<file path="config.mk">
export PLATFORM = sky130hd
export DESIGN_NAME = signed_int_to_ascii_radix_flat
export DESIGN_NICKNAME = d
export VERILOG_FILES = /design/src/hw/rtl/s2a_pkg.sv /design/src/hw/rtl/s2a_if.sv /design/src/hw/rtl/s2a_dabble.sv /design/src/hw/rtl/signed_int_to_ascii_radix.sv /design/src/flat_wrapper.sv
export SDC_FILE = /design/constraint.sdc
export NUM_CORES = 1
export LEC_CHECK = 0
export BUFFER_PORTS_ARGS = -buffer_cell sky130_fd_sc_hd__buf_2
export CAP_MARGIN = 25
export CORE_ASPECT_RATIO = 0.5
export CORE_MARGIN = 2
export CORE_UTILIZATION = 57
export CTS_BUF_LIST = sky130_fd_sc_hd__clkbuf_8
export CTS_CLUSTER_DIAMETER = 40
export DETAILED_ROUTE_END_ITERATION = 7
export PLACE_DENSITY = 0.81
export SLEW_MARGIN = 20
export SYNTH_ARGS = -nofsm -noshare
export SYNTH_HDL_FRONTEND = slang
export SYNTH_SLANG_ARGS = --single-unit
</file>
<file path="constraint.sdc">
create_clock -name clk -period 3.98 [get_ports clk]
set_clock_uncertainty 0.15 [all_clocks]
set_input_delay 0 -clock clk [delete_from_list [all_inputs] [get_ports clk]]
set_output_delay 0 -clock clk [all_outputs]
set_load 0.05 [all_outputs]
</file>
<file path="src/hw/rtl/s2a_pkg.sv">
// shared constants and helpers for the signed integer to ascii text block
// no dependencies
`timescale 1ns / 1ps

package s2a_pkg;

  localparam int WORD_W     = 32;             // width of the input value
  localparam int NIB_W      = 4;              // one decimal or hex digit
  localparam int DEC_DIGITS = 10;             // 32-bit magnitude fits ten decimal digits
  localparam int HEX_DIGITS = WORD_W / NIB_W; // eight hex digits
  localparam int BCD_W      = DEC_DIGITS * NIB_W;
  localparam int REM_W      = 4;              // digit counter, holds up to ten
  localparam int CNT_W      = 5;              // bit counter of the conversion
  localparam int CHAR_W     = 8;

  localparam logic [CHAR_W-1:0] CHAR_MINUS = 8'h2d;
  localparam logic [CHAR_W-1:0] CHAR_ZERO  = 8'h30;
  localparam logic [CHAR_W-1:0] CHAR_NINE  = 8'h39;
  localparam logic [CHAR_W-1:0] CHAR_LOW_A = 8'h61;
  localparam logic [CHAR_W-1:0] CHAR_LOW_F = 8'h66;

  localparam logic OP_DEC = 1'b0;
  localparam logic OP_HEX = 1'b1;

  // ascii glyph of one digit, lower-case letters above nine
  function automatic logic [CHAR_W-1:0] glyph(input logic [NIB_W-1:0] d);
    logic [CHAR_W-1:0] ext;
    ext = {{(CHAR_W-NIB_W){1'b0}}, d};
    if (d < 4'd10) begin
      return CHAR_ZERO + ext;
    end else begin
      return CHAR_LOW_A - 8'd10 + ext;
    end
  endfunction

endpackage

</file>
<file path="src/hw/rtl/s2a_if.sv">
// valid/ready channel interfaces for the input item and the output character
// depends on s2a_pkg for the field widths
`timescale 1ns / 1ps

interface s2a_item_if;
  logic                              valid;
  logic                              ready;
  logic signed [s2a_pkg::WORD_W-1:0] value;
  logic                              op;

  modport source(output valid, output value, output op, input ready);
  modport sink(input valid, input value, input op, output ready);
endinterface

interface s2a_text_if;
  logic                       valid;
  logic                       ready;
  logic [s2a_pkg::CHAR_W-1:0] char_code;
  logic                       is_last;

  modport source(output valid, output char_code, output is_last, input ready);
  modport sink(input valid, input char_code, input is_last, output ready);
endinterface

</file>
<file path="src/hw/rtl/s2a_dabble.sv">
// bit-serial binary to bcd conversion (shift and add three), one bit per cycle
// depends on s2a_pkg
`timescale 1ns / 1ps

module s2a_dabble (
  input  logic                          clk,
  input  logic                          rst,
  input  logic                          start,
  input  logic [s2a_pkg::WORD_W-1:0]    mag,
  output logic                          done,
  output logic [s2a_pkg::BCD_W-1:0]     bcd
);

  logic [s2a_pkg::WORD_W-1:0] bin;
  logic [s2a_pkg::CNT_W-1:0]  cnt;
  logic                       busy;
  logic [s2a_pkg::BCD_W-1:0]  adj;

  // add three to every digit of five or more before the shift
  always_comb begin
    for (int i = 0; i < s2a_pkg::DEC_DIGITS; i++) begin
      if (bcd[i*s2a_pkg::NIB_W +: s2a_pkg::NIB_W] >= 4'd5) begin
        adj[i*s2a_pkg::NIB_W +: s2a_pkg::NIB_W] =
          bcd[i*s2a_pkg::NIB_W +: s2a_pkg::NIB_W] + 4'd3;
      end else begin
        adj[i*s2a_pkg::NIB_W +: s2a_pkg::NIB_W] =
          bcd[i*s2a_pkg::NIB_W +: s2a_pkg::NIB_W];
      end
    end
  end

  // control: bit counter and done pulse
  always_ff @(posedge clk) begin
    if (rst) begin
      busy <= 1'b0;
      done <= 1'b0;
      cnt  <= '0;
    end else begin
      done <= 1'b0;
      if (start) begin
        busy <= 1'b1;
        cnt  <= '0;
      end else if (busy) begin
        cnt <= cnt + 1'b1;
        if (cnt == s2a_pkg::CNT_W'(s2a_pkg::WORD_W - 1)) begin
          busy <= 1'b0;
          done <= 1'b1;
        end
      end
    end
  end

  // datapath: binary shifts out msb first into the bcd register
  always_ff @(posedge clk) begin
    if (start) begin
      bin <= mag;
      bcd <= '0;
    end else if (busy) begin
      bin <= {bin[s2a_pkg::WORD_W-2:0], 1'b0};
      bcd <= {adj[s2a_pkg::BCD_W-2:0], bin[s2a_pkg::WORD_W-1]};
    end
  end

endmodule

</file>
<file path="src/hw/rtl/signed_int_to_ascii_radix.sv">
// top level: signed 32-bit integer to ascii text, decimal or lower-case hex
// depends on s2a_pkg, s2a_if (channel interfaces) and s2a_dabble
//
// usage:
//   item channel takes value (signed 32 bits) and op (0 decimal, 1 hex).
//   text channel gives one ascii character per transfer, most significant
//   first: '-' for a negative value, then the digits of the magnitude;
//   is_last marks the final character of the number.
// sequence:
//   one number at a time; item.ready is high only while idle.
//   decimal: bit-serial conversion in s2a_dabble, then leading zeros are
//   dropped one at a time (up to nine), then '-' for a negative value, then
//   one character per digit; the next item transfers once the last
//   character has entered the output register.
//   hex needs no conversion: leading zeros (up to seven) are dropped, then
//   the sign and the digits follow as for decimal.
// reset: rst clears the control state; no transfer is pending afterwards.
// stall: a character waits in the output register while text.ready is low;
//   the block holds its digits and resumes when the transfer completes.
`timescale 1ns / 1ps

module signed_int_to_ascii_radix (
  input  logic        clk,
  input  logic        rst,
  s2a_item_if.sink    item,
  s2a_text_if.source  text
);

  typedef enum logic [4:0] {
    ST_IDLE = 5'b00001,
    ST_CONV = 5'b00010,
    ST_SKIP = 5'b00100,
    ST_SIGN = 5'b01000,
    ST_EMIT = 5'b10000
  } state_t;

  state_t                          state;
  logic                            neg;
  logic [s2a_pkg::BCD_W-1:0]       digits;
  logic [s2a_pkg::REM_W-1:0]       rem;
  logic [s2a_pkg::WORD_W-1:0]      raw;
  logic [s2a_pkg::WORD_W-1:0]      mag;
  logic [s2a_pkg::NIB_W-1:0]       top_nib;
  logic                            accept;
  logic                            slot_free;
  logic                            dab_start;
  logic                            dab_done;
  logic [s2a_pkg::BCD_W-1:0]       dab_bcd;
  logic                            out_valid;
  logic [s2a_pkg::CHAR_W-1:0]      out_char;
  logic                            out_last;

  // input transfer and magnitude
  assign item.ready = (state == ST_IDLE);
  assign accept     = item.valid && item.ready;
  assign raw        = item.value;
  assign mag        = raw[s2a_pkg::WORD_W-1] ? (~raw + 1'b1) : raw;
  assign dab_start  = accept && (item.op == s2a_pkg::OP_DEC);
  assign top_nib    = digits[s2a_pkg::BCD_W-1 -: s2a_pkg::NIB_W];
  assign slot_free  = !out_valid || text.ready;

  s2a_dabble u_dabble (
    .clk   (clk),
    .rst   (rst),
    .start (dab_start),
    .mag   (mag),
    .done  (dab_done),
    .bcd   (dab_bcd)
  );

  // sequencer
  always_ff @(posedge clk) begin
    if (rst) begin
      state <= ST_IDLE;
    end else begin
      unique case (state)
        ST_IDLE: begin
          if (accept) begin
            state <= (item.op == s2a_pkg::OP_HEX) ? ST_SKIP : ST_CONV;
          end
        end
        ST_CONV: begin
          if (dab_done) begin
            state <= ST_SKIP;
          end
        end
        ST_SKIP: begin
          if (!(top_nib == '0 && rem > 4'd1)) begin
            state <= neg ? ST_SIGN : ST_EMIT;
          end
        end
        ST_SIGN: begin
          if (slot_free) begin
            state <= ST_EMIT;
          end
        end
        ST_EMIT: begin
          if (slot_free && rem == 4'd1) begin
            state <= ST_IDLE;
          end
        end
        default: state <= ST_IDLE;
      endcase
    end
  end

  // digit register: loaded on transfer, reloaded with bcd if decimal, shifted one digit per cycle unless stalled
  always_ff @(posedge clk) begin
    case (state)
      ST_IDLE: begin
        if (accept) begin
          neg    <= raw[s2a_pkg::WORD_W-1];
          digits <= {mag, {(s2a_pkg::BCD_W - s2a_pkg::WORD_W){1'b0}}};
          rem    <= s2a_pkg::REM_W'(s2a_pkg::HEX_DIGITS);
        end
      end
      ST_CONV: begin
        if (dab_done) begin
          digits <= dab_bcd;
          rem    <= s2a_pkg::REM_W'(s2a_pkg::DEC_DIGITS);
        end
      end
      ST_SKIP: begin
        if (top_nib == '0 && rem > 4'd1) begin
          digits <= {digits[s2a_pkg::BCD_W-s2a_pkg::NIB_W-1:0], {s2a_pkg::NIB_W{1'b0}}};
          rem    <= rem - 1'b1;
        end
      end
      ST_EMIT: begin
        if (slot_free) begin
          digits <= {digits[s2a_pkg::BCD_W-s2a_pkg::NIB_W-1:0], {s2a_pkg::NIB_W{1'b0}}};
          rem    <= rem - 1'b1;
        end
      end
      default: begin
      end
    endcase
  end

  // output register: valid flag
  always_ff @(posedge clk) begin
    if (rst) begin
      out_valid <= 1'b0;
    end else if ((state == ST_SIGN || state == ST_EMIT) && slot_free) begin
      out_valid <= 1'b1;
    end else if (text.ready) begin
      out_valid <= 1'b0;
    end
  end

  // output register: character payload
  always_ff @(posedge clk) begin
    if (state == ST_SIGN && slot_free) begin
      out_char <= s2a_pkg::CHAR_MINUS;
      out_last <= 1'b0;
    end else if (state == ST_EMIT && slot_free) begin
      out_char <= s2a_pkg::glyph(top_nib);
      out_last <= (rem == 4'd1);
    end
  end

  assign text.valid     = out_valid;
  assign text.char_code = out_char;
  assign text.is_last   = out_last;

endmodule

</file>
<file path="src/flat_wrapper.sv">
// flat-port wrapper written by rule: the top's interface ports become plain ports
module signed_int_to_ascii_radix_flat 
  (clk, rst, item_valid, item_value, item_op, item_ready, text_valid, text_char_code, text_is_last, text_ready);
  s2a_item_if item_i ();
  s2a_text_if text_i ();
  input  logic clk;
  input  logic rst;
  input wire logic [$bits(item_i.valid)-1:0] item_valid;
  input wire logic [$bits(item_i.value)-1:0] item_value;
  input wire logic [$bits(item_i.op)-1:0] item_op;
  output wire logic [$bits(item_i.ready)-1:0] item_ready;
  output wire logic [$bits(text_i.valid)-1:0] text_valid;
  output wire logic [$bits(text_i.char_code)-1:0] text_char_code;
  output wire logic [$bits(text_i.is_last)-1:0] text_is_last;
  input wire logic [$bits(text_i.ready)-1:0] text_ready;
  assign item_i.valid = item_valid;
  assign item_i.value = item_value;
  assign item_i.op = item_op;
  assign item_ready = item_i.ready;
  assign text_valid = text_i.valid;
  assign text_char_code = text_i.char_code;
  assign text_is_last = text_i.is_last;
  assign text_i.ready = text_ready;
  signed_int_to_ascii_radix u_core (.clk(clk), .rst(rst), .item(item_i), .text(text_i));
endmodule
</file>
## Word level (Yosys, flattened, before mapping)

Cells that the tools add are included.

| word-level totals | value |
|---|---|
| bits in registers | 139 |
| latch bits | 0 |
| memory bits (writable) | 0 |
| bits in read-only memories | 0 |
| input port bits | 37 |
| output and inout port bits | 11 |
| word-level logic and storage cells | 113 |
| memories kept | 0 |

| operators by class | value |
|---|---|
| add/sub/neg operators | 15 |
| $mul | 0 |
| divide/modulo/power cells | 0 |
| order comparisons | 12 |
| eq/ne operators | 14 |
| shift-type cells | 0 |
| mux-type cells | 38 |
| bitwise operators | 3 |
| reduce and logical (&&, ||, !) cells | 19 |

Operator list:

| kind | count |
|---|---|
| 2-to-1 mux 40 bit | 4 |
| one-hot mux 40 bit (4 select lines) | 1 |
| 2-to-1 mux 32 bit | 3 |
| 2-to-1 mux 4 bit | 13 |
| greater-or-equal comparator 4 x 3 -> 1 bit (second input constant) | 10 |
| adder 4 x 2 -> 4 bit (second input constant) | 9 |
| adder 32 x 1 -> 32 bit (second input constant) | 1 |
| NOT 32 bit | 1 |
| 2-to-1 mux 5 bit | 6 |
| one-hot mux 5 bit (5 select lines) | 1 |
| one-hot mux 4 bit (4 select lines) | 1 |
| == test 5 bit (second input constant) | 2 |
| AND reduction 5 bit | 2 |
| adder 7 x 4 -> 8 bit (first input constant) | 1 |
| 2-to-1 mux 8 bit | 1 |
| != test 2 x 1 -> 1 bit (second input constant) | 4 |
| adder 6 x 4 -> 7 bit (first input constant) | 1 |
| logical AND 1 bit | 7 |
| 2-to-1 mux 1 bit | 6 |
| 2-to-1 mux 3 bit | 2 |
| != test 2 bit (second input constant) | 3 |
| adder 5 x 1 -> 5 bit (second input constant) | 1 |
| == test 5 x 1 -> 1 bit (second input constant) | 1 |
| == test 5 x 2 -> 1 bit (second input constant) | 1 |
| other kinds (16) | 19 |

## Depth between registers and ports, before layout

Gate-level depths: netlist of the first run.

| logic depth | value |
|---|---|
| word-level depth | 5 |
| gate-level depth with buffers | 8 |
| gate-level depth less buffers | 7 |

## By module

A second synthesis of the first run with hierarchy kept.

| unflattened totals | value |
|---|---|
| cells, all modules | 792 |
| area total of the unflattened synthesis | 7707.4 µm² |

Modules (own cells, without submodules):

| module | instances | cells each | area an instance (µm²) | sequential area each (µm²) |
|---|---|---|---|---|
| s2a_dabble | 1 | 402 | 4071.4 | 1901.8 |
| signed_int_to_ascii_radix | 1 | 390 | 3636.0 | 1631.6 |

## Worst setup path after synthesis of the first run

OpenSTA, ideal clock, no wires.

| timing | value |
|---|---|
| path kind | reg-to-reg |
| start | register u_core.state[1] |
| end | register u_core.digits[0] (netlist bit) (enable) |
| arrival time | 3.688 ns |
| data required time | 3.360 ns |
| slack | -0.328 ns |
| cell stages (with the launch flop) | 6 |
| path buffers | 1 |
| clock period less this slack | 4.308 ns |
| cells stage by stage | dfxtp_1 > clkbuf_1 > nor2_1 > nor4bb_1 > nand4b_1 > a41oi_1 |

| on the way | value |
|---|---|
| cells in the longest elaborated chain, start to end | 4 |

RTL lines:

| item | RTL line | RTL |
|---|---|---|
| start, declared | signed_int_to_ascii_radix.sv:37 | `state_t state;` |
| start signal, assigned | signed_int_to_ascii_radix.sv:79 | `state <= (item.op == s2a_pkg::OP_HEX) ? ST_SKIP : ST_CONV;` |
| start signal, assigned | signed_int_to_ascii_radix.sv:89 | `state <= neg ? ST_SIGN : ST_EMIT;` |
| == test 5 x 1 -> 1 bit | signed_int_to_ascii_radix.sv:54, signed_int_to_ascii_radix.sv:109 |  |
| logical AND 1 bit | signed_int_to_ascii_radix.sv:55 | `assign accept = item.valid && item.ready;` |
| != test 2 bit (no source line) | n/a |  |
| AND reduction 5 bit (no source line) (*) | n/a |  |
| end signal, assigned | signed_int_to_ascii_radix.sv:113 | `digits <= {mag, {(s2a_pkg::BCD_W - s2a_pkg::WORD_W){1'b0}}};` |
| end signal, assigned | signed_int_to_ascii_radix.sv:125 | `digits <= {digits[s2a_pkg::BCD_W-s2a_pkg::NIB_W-1:0], {s2a_pkg::NIB_W{1'b0}}};` |
| end signal, assigned | signed_int_to_ascii_radix.sv:131 | `digits <= {digits[s2a_pkg::BCD_W-s2a_pkg::NIB_W-1:0], {s2a_pkg::NIB_W{1'b0}}};` |
| end, declared | signed_int_to_ascii_radix.sv:39 | `logic [s2a_pkg::BCD_W-1:0] digits;` |

Every way passes the cells marked *; elsewhere a longest branch is shown, timed or not.
A chain may end at the register's enable or synchronous reset.

## Worst setup path after layout of the first run

| timing | value |
|---|---|
| start | register u_core.state[1] |
| end | register u_core.digits[31] (netlist bit) (enable) |

The elaborated chain is that of the path after synthesis.

==> results of run 1 <==
==> cells by family after synthesis <==
group,after synthesis
DFF,138
muxes,16
buffers and inverters,74
adders and majority gates,26
xor gates and xnor gates,56
AOI/OAI and AO/OA,218
and+or+nand+nor,216
other,1
==> metrics by stage <==
stage	setup slack, ns	hold WS (ns)	util	instances	area (um2)
2_1_floorplan	0.651	-0.0731	-	745	7310
3_3_place_gp	1.27	0.179	0.609	923	7670
3_5_place_dp	1.08	0.172	0.609	923	7670
4_1_cts	1.05	0.0482	0.672	992	8460
5_1_grt	0.782	0.0813	0.672	992	8460
6_report	0.963	0.0519	0.672	992	8460
==> registers in the layout (all words and copies together), names as in the netlist, 4 cells and up <==
signal                 count
u_core.digits             40
u_core.u_dabble.bin       32
u_core.text.char_code      7
u_core.u_dabble.cnt        5
u_core.state               5
u_core.u_dabble.bcd       40
u_core.rem                 4
==> what timing repair did <==
action,4_1_cts,5_1_grt
endpoints found under the setup margin,0,0
hold buffers,37,0
setup buffers,0,0
endpoints found under the hold margin,82,0
==> per-layer routing <==
metal  part of all wire  vias to the layer above  track usage  wire length (um)
li1                   -                     2820            -                 -
met1               0.47                     2790        0.363              7770
met2               0.44                      232        0.380              7240
met3              0.077                       23       0.0576              1270
met4              0.012                        0       0.0845               202
met5                  0                        -            0                 0
==> power groups by stage <==
stage | clock network (mW) | logic (mW) | registers (mW)
2_1_floorplan | 0 | 0.523 | 2.01
4_1_cts | 1.24 | 0.787 | 1.99
6_report | 1.23 | 0.790 | 1.99
3_3_place_gp | 0 | 0.721 | 2.00
3_5_place_dp | 0 | 0.749 | 2.01
5_1_grt | 1.29 | 0.877 | 2.02
==> final cells by class <==
| class | instances | area [um2] | area share |
|---|---|---|---|
| clock buffers | 19 | 262 | 0.0309 |
| repair buffers | 91 | 673 | 0.0796 |
| multi-input cells | 533 | 3510 | 0.415 |
| flip-flops and latches | 138 | 3530 | 0.418 |
| well taps | 170 | 213 | 0.0251 |
| clock inverters | 13 | 160 | 0.0189 |
| inverters | 28 | 105 | 0.0124 |
==> cell usage in the layout, fill, tap and decap left out, types with 3 or more instances in the layout <==
cell           Yosys  layout
clkbuf_8           0      19
inv_1             28      33
bufinv_16          0       4
buf_2              2      46
nand2b_1          34      34
xor2_1            31      31
and3_1             3       3
o41ai_4            3       3
nor2_1            36      36
a21o_1             9       9
o211ai_1           9       9
a31oi_1            3       3
dlygate4sd3_1      0      37
o22ai_1            3       3
edfxtp_1          77      77
o21ai_1            3       3
mux2i_1           16      16
xnor2_1           25      25
clkinv_2           0       3
nor2b_1            4       4
or3_1              9       9
nand3_1           25      25
nor4b_1            3       3
a211o_1            4       4
or2_2              6       6
nor3_1            17      16
nand2_1           60      59
a22oi_1           32      32
buf_4              1       7
ha_1              26      26
a21oi_1           34      34
nand4_1            3       3
o21ai_0           92      92
o41ai_1            5       5
o31ai_1           11      11
dfxtp_1           61      60
and2_1             4       4
==> how the worst max path moves through the flow <==
stage,from,endpoint,depth (start not counted)
2_1_floorplan,u_core.state[1]$_SDFFE_PP0P_,u_core.digits[0]$_DFFE_PP_,5
3_3_place_gp,u_core.state[1]$_SDFFE_PP0P_,u_core.digits[22]$_DFFE_PP_,5
3_5_place_dp,u_core.state[1]$_SDFFE_PP0P_,u_core.digits[22]$_DFFE_PP_,5
4_1_cts,u_core.state[1]$_SDFFE_PP0P_,u_core.digits[27]$_DFFE_PP_,5
5_1_grt,u_core.state[1]$_SDFFE_PP0P_,u_core.digits[27]$_DFFE_PP_,5
6_report,u_core.state[1]$_SDFFE_PP0P_,u_core.digits[31]$_DFFE_PP_,5
==> run metrics, run 1 <==
status complete, no violations; worst skew pair latency 0.44 ns; via density per instance 5.91; nets 872; Yosys cell types 55; hold path depth 1; drt initial violations 492; number of setup violations in the final report 0; ANT nets after route 0; Clk pwr share 0.306; vias in the first global route 5454; WHS Endpoint u_core.neg$_DFFE_PP_; Worst Path Arrival 2.93 ns; final hold vios 0; n_diodes 0; multiplexer share of the synthesized area 0.0219; Buffers on Ports 46; Final Cycle Share 0.758; worst-path fanout max 44; wire length per cell 16.6 um; Area Growth Syn to Fin 15.8%; Slew HR 0.386; Initial Util 0.580; Setup TNS 0 ns; largest family of logic cells by synthesized area compound AO/OA/AOI/OAI gates; die outline area between 10000 and 15000 um2; post-synthesis cell area roughly 7300 um2; Reg clk slew, reported paths 0.08 ns; Longest Clk Path Bufs 2; Post-DP HPWL 10800 um; register area share after synthesis 0.484; Worst path slowest cell nor4bb_1; Synth Net Count 808; fill count approximately 930; first-pass GRT wire length 27200 um; crit-path leading delay family simple AND/OR/NAND/NOR gates; CP peak stage delay ~0.65 ns; largest cells by area after synthesis edfxtp_1 (32%), dfxtp_1 (17%), o21ai_0 (6.3%); simple-gate share of the synthesized area 0.150; worst path required time 3.90 ns; worst reg2reg endpoint u_core.digits[31]$_DFFE_PP_; reg-to-reg startpoint u_core.state[1]$_SDFFE_PP0P_; crit path kind flop to flop; Post-Synthesis Cells 745; Die Wd 164 um; core area 12600 um2; Post-synth top cells o21ai_0 (92), edfxtp_1 (77), dfxtp_1 (61); FMAX about 330 MHz; #FFs+latches synth 138; pwr/cell area 474 nW/um2; Final Power between 4 and 5 mW; CTS sink cnt 138; path depth of the worst reg2reg path 5; Hold WC Path Type primary input to flop; CTS tree done; switching pwr between 1 and 1.5 mW; ys async rst share 0; max cap viols 0; Post-Synth XOR/XNOR Area 0.0671; CTS root buffer clkbuf_8; CTS buffer count 17; routability cong. 0.857; initial antenna violation count 0; layout cell share with drive strength beyond 1 0.122; Yosys top cell by area edfxtp_1; via count approximately 5900; min-delay src item_value[31]; crit path capture type flop; first drt pass iteration count 5; gr usage total 0.253; syn avg cell area about 9.8 um2; Resized cells post-CTS 0; CP bufs+invs 1; largest net degree at the start of global routing 67; H-tree depth 4; Peak VDD IR 0.259 mV; detailed-route wire length 16500 um; Ys Warns 0; Post-synth EDFFs 77; gr ovfl total 0; Max Transition Viols Final 0; # DRC 0; Internal 2.83 mW; Final min period roughly 3.0 ns; # rows 29; Chip Height ~84 um; post-synth top area share 0.317; combinational share of power 0.197; most common cell in the synthesized netlist o21ai_0; Leak 3.13 nW; predominant post-synthesis flop cell edfxtp_1; worst-margin pin slew about 0.9 ns; number of I/O pins 48; switching share of power 0.295; worst path cell trace nor2_1 > nor4bb_1 > nand4b_1 > a41oi_4 > buf_4; Seq pwr share 0.496; Startpoint Class flop; RSZ-0062 raised after global routing no; post-synthesis compound-gate area fraction 0.192; Synth Area in Adders 0.0445; Reg2Reg Setup Slack 0.96 ns
(Power assumes the default switching activity.)
==> inputs of run 2 (changes only) <==
- ABC_AREA: not set -> 1
- CORE_UTILIZATION: 57 -> 63
- PLACE_DENSITY: 0.81 -> 0.84
- clock period: 3.98 -> 3 ns (I/O delays scaled with it)
==> run metrics, run 2 <==
multiplexer share of the synthesized area 0; # DRC 0; largest cells by area after synthesis edfxtp_1 (31%), dfxtp_1 (16%), nand2_1 (12%); post-synthesis compound-gate area fraction 0.142; core area 11800 um2; Reg clk slew, reported paths 0.08 ns; drt initial violations 555; layout cell share with drive strength beyond 1 0.104; CTS sink cnt 138; ys async rst share 0; met1 wire length 8490 um; pwr/cell area between 900 and 1000 nW/um2; commonest non-fill, non-tap cell in the layout nand2_1; Longest Clk Path Bufs 2; Chip Height 81.5 um; Final Power 7.94 mW; Hold WC Path Type primary input to flop; most common cell in the synthesized netlist nand2_1; #FFs+latches synth 138; RSZ-0062 raised after global routing no; area of the multi-input gates between 3000 and 4000 um2; Post-synth top cells nand2_1 (249), inv_1 (93), o21ai_0 (81); Post-Synthesis Cells 932; largest net degree at the start of global routing 54; simple-gate share of the synthesized area 0.230; Yosys cell types 40; top sig layer met4; Yosys top cell by area edfxtp_1; post-synth top area share 0.306; Post-DP HPWL between 10000 and 15000 um; Post-synth EDFFs 77; first drt pass iteration count 5; Final min period ~2.3 ns; Final Hold Slack 0.0381 ns; Startpoint Class flop; register area share after synthesis 0.467; Synth Area in Adders 0.0430; Die Wd 159 um; worst-path fanout max 44; Buffers on Ports 46; n_diodes 0; Inst Count DP 1118; detailed-route wire length 18700 um; ANT nets after route 0; die outline area 13000 um2; fill count roughly 900; initial antenna violation count 0; biggest regs u_core.digits: 40 flops, u_core.u_dabble.bcd: 40 flops, u_core.u_dabble.bin: 32 flops; Initial Util 0.643; crit path kind flop to flop; via density per instance 5.72; CTS tree done; Worst Path Arrival about 2.2 ns; Post-Synth XOR/XNOR Area 0.0405; CTS root buffer clkbuf_8; routability cong. 0.900; vias in the first global route around 6300; worst skew pair latency 0.44 ns; Leak ~3.8 nW; Peak VDD IR about 0.62 mV; largest family of logic cells by synthesized area simple AND/OR/NAND/NOR gates; max cap viols 0; gr ovfl total 0; final cell count without fillers between 1000 and 1500; syn avg cell area 8.12 um2; final hold vios 0; Area Growth Syn to Fin 14.1%; worst path required time 2.97 ns; predominant post-synthesis flop cell edfxtp_1; number of setup violations in the final report 0; Setup TNS 0 ns; met2 wire length 8220 um; crit path capture type flop; first-pass GRT wire length 30400 um; Slew HR 0.574; Synth Net Count 995; via count 6767; H-tree depth 4; Final Cycle Share 0.754; CTS buffer count 17; # rows 28; Ys Warns 0; wire length per cell approximately 16 um; DR WL met3 1750 um; Reg area 3530 um2; Max Transition Viols Final 0; final core occ 0.733; FMAX approximately 440 MHz; nets 1069; gr usage total 0.299; commonest cells after routing, fill and taps aside nand2_1 (249), inv_1 (97), o21ai_0 (81); post-synthesis cell area 7560 um2; number of I/O pins 48; status complete, no violations; worst-margin pin slew 0.638 ns
-- run 2: cell types whose count changed after synthesis, moves of 12 or more --
cell      before  now
nand2_1       60  249
inv_1         28   93
nor2_1        36   72
nand2b_1      34    0
clkbuf_1      36    8
xnor2_1       25    5
nand3_1       25   44
mux2i_1       16    0
a21oi_1       34   49
nand4_1        3   18
buf_2          2   14
nor3_1        17    5
-- run 2: critical path, stage by stage (launching register included) --
cell and delay [ns]:
dfxtp_1 0.37, nor2_4 0.17, nand3_2 0.18, nand2_2 0.39, nor2_1 0.15, nor3_4 0.24
buf_12 0.26
-- run 2: power breakdown --
group | switching (mW) | internal [mW]
Sequential | 0.425 | 3.04
Combinational | 2.03 | 0.880
Clock | 0.714 | 0.846
-- run 2: final timing paths --
check	end	slack (ns)	start	cells after the start
worst max-delay path	u_core.digits[32]$_DFFE_PP_	0.74	u_core.state[3]$_SDFFE_PP0P_	6
worst min-delay path	u_core.digits[9]$_DFFE_PP_	0.04	item_value[1]	5
worst min register to register	u_core.text.char_code[5]$_SDFFE_PP1P_	0.30	u_core.text.char_code[5]$_SDFFE_PP1P_	2
worst max register to register	u_core.digits[32]$_DFFE_PP_	0.74	u_core.state[3]$_SDFFE_PP0P_	6
-- run 2: timing repair --
item	4_1_cts	5_1_grt
hold endpoints to repair	81	0
setup buffers	0	0
hold buffers	34	0
resized for setup	0	0
-- run 2: cells by family (layout without fill, tap and decap cells) --
group                      count (synthesis)  count (layout)
AOI/OAI and AO/OA                        191             191
DFF                                      138             138
adders and majority gates                 26              26
xor gates and xnor gates                  35              35
buffers and inverters                    134             221
other                                      1               1
and+or+nand+nor                          407             407
-- run 2: per-stage QoR --
stage / setup WS [ns] / area (um2)
global route: 0.546 / 8630
global placement: 0.833 / 7900
detailed placement: 0.792 / 7900
finish: 0.737 / 8630
floorplan: 0.326 / 7580
CTS: 0.760 / 8630
-- run 2: cell type report --
| cell class | instances | area share |
|---|---|---|
| clock inverters | 13 | 0.0157 |
| well taps | 165 | 0.0239 |
| clock buffers | 19 | 0.0303 |
| inverters | 101 | 0.0445 |
| multi-input cells | 660 | 0.400 |
| repair buffers | 88 | 0.0759 |
| flip-flops and latches | 138 | 0.409 |
-- run 2: routing by layer --
layer,GRT usage,up-vias
met1,0.402,3171
li1,-,3264
met3,0.0859,26
met4,0.0873,0
met5,0,-
met2,0.479,306
==> inputs of run 3 (changes only) <==
- clock period: 3 -> 2.2 ns (I/O delays scaled with it)
==> run metrics, run 3 (same netlist as run 2, synthesis figures left out) <==
# Post-CTS Setup Buffers 0; core area 11800 um2; first drt pass iteration count 5; CP most frequent cell nand3_1; Final min period 2.09 ns; Reg clk slew, reported paths 0.08 ns; worst reg2reg endpoint u_core.digits[39]$_DFFE_PP_; Hold WC Path Type primary input to flop; met1 Usage GRT 0.385; layout cell share with drive strength beyond 1 0.115; largest net degree at the start of global routing 52; area of the multi-input gates around 3500 um2; crit path kind primary input to flop; gr usage total 0.297; met3 Track Usage GR 0.0818; drt initial violations 807; Reg area 3540 um2; reg-to-reg startpoint u_core.state[1]$_SDFFE_PP0P_; path depth of the worst reg2reg path 6; worst-path fanout max 5; ANT nets after route 0; H-tree depth 4; Critical Path Sink u_core.digits[30]$_DFFE_PP_; Slew HR 0.587; wire length per cell 16.0 um; Leak 3.76 nW; CTS buffer count 17; worst path required time 2.23 ns; worst skew pair latency 0.43 ns; pre-CTS setup slack between 0.2 and 0.25 ns; detailed-route wire length roughly 19000 um; fill count 851; gr ovfl total 0; Reg2Reg Setup Slack 0.15 ns; pwr/cell area 1260 nW/um2; via density per instance 5.76; commonest cells after routing, fill and taps aside nand2_1 (249), inv_1 (94), o21ai_0 (79); CP peak stage delay 0.53 ns; via count 6840; Longest Clk Path Bufs 2; final hold vios 0; first-pass GRT wire length 30000 um; FMAX 479 MHz; Buffers on Ports 46; Max Transition Viols Final 0; CP bufs+invs 3; n_diodes 0; commonest non-fill, non-tap cell in the layout nand2_1; Chip Height 81.5 um; final core occ 0.741; CTS tree done; Post-DP HPWL 12800 um; Worst path slowest cell dlygate4sd3_1; # DRC 0; status complete, no violations; met2 Usage GRT 0.500; Final Cycle Share 0.949; number of setup violations in the final report 0; worst path cell trace dlygate4sd3_1 > buf_2 > inv_1 > ha_1 > nand2_1 > nor2_4 > nand2_1 > o21bai_2 > nand3_1 > nand3_1 > nand3_1; vias in the first global route 6335; critical path depth 11; Resized cells post-CTS 0; CP Launch Point item_value[0]; RSZ-0062 raised after global routing no; biggest regs u_core.digits: 40 flops, u_core.u_dabble.bcd: 40 flops, u_core.u_dabble.bin: 32 flops; Area Growth Syn to Fin 15.2%; crit path capture type flop; Final WS setup between 0.1 and 0.15 ns; max cap viols 0; Startpoint Class primary input; CTS sink cnt 138; Initial Util 0.643; nets 1072; CTS root buffer clkbuf_8; Final Power 11.0 mW; crit-path leading delay family simple AND/OR/NAND/NOR gates; Peak VDD IR ~0.95 mV; Worst Path Arrival 2.12 ns; GR peak layer met2; die outline area 13000 um2; routability cong. 0.914; Die Wd 159 um; worst-margin pin slew 0.618 ns; initial antenna violation count 1; number of I/O pins 48; # rows 28
[run 3: worst min-delay path by stage]
stage                        start                                end  slack (ns)  cells after the start
finish               item_value[1]   u_core.u_dabble.bin[1]$_DFFE_PP_        0.03                      5
global route         item_value[1]   u_core.u_dabble.bin[1]$_DFFE_PP_        0.02                      5
CTS                 item_value[10]  u_core.u_dabble.bin[10]$_DFFE_PP_        0.01                      5
detailed placement             rst    u_core.u_dabble.busy$_SDFF_PP0_        0.06                      2
global placement               rst    u_core.u_dabble.busy$_SDFF_PP0_        0.05                      2
floorplan                      rst    u_core.u_dabble.busy$_SDFF_PP0_       -0.08                      1
[run 3: repair_timing]
action | 4_1_cts | 5_1_grt
hold buffers | 33 | 0
setup endpoints to repair | 0 | 1
endpoints found under the hold margin | 76 | 0
[run 3: final cells by class]
cell class,count,area share
Sequential cell,138,0.406
Multi-Input combinational cell,661,0.401
Timing Repair Buffer,90,0.0781
Inverter,101,0.0441
Clock buffer,17,0.0268
Tap cell,165,0.0237
Clock inverter,15,0.0202
[run 3: worst min-delay path, delay by kind of cell]
kind                   cells  cell delay [ns]
and+or+nand+nor            2             0.13
buffers and inverters      2             0.19
AOI/OAI and AO/OA          1             0.12
[run 3: metrics by stage]
stage | hold WS (ns) | instance area [um2] | cells | TNS (ns)
global route | 0.0185 | 8720 | 1187 | 0
CTS | 0.0112 | 8710 | 1186 | 0
global placement | 0.0541 | 7970 | 1121 | 0
finish | 0.0297 | 8720 | 1187 | 0
detailed placement | 0.0582 | 7970 | 1121 | 0
floorplan | -0.0809 | 7610 | 932 | -17.14
[run 3: routing by layer]
layer | share of wire | wire length [um]
met1 | 0.42 | 8050
met2 | 0.45 | 8580
met3 | 0.11 | 2100
met4 | 0.014 | 262
met5 | 0 | 0
[run 3: report_power, final]
part | switching, mW | leakage (nW) | internal (mW) | total (mW)
sequential | 0.583 | 1.23 | 4.15 | 4.74
combinational | 2.85 | 2.33 | 1.25 | 4.10
clock | 1.02 | 0.197 | 1.12 | 2.14
total | 4.45 | 3.76 | 6.53 | 11.0
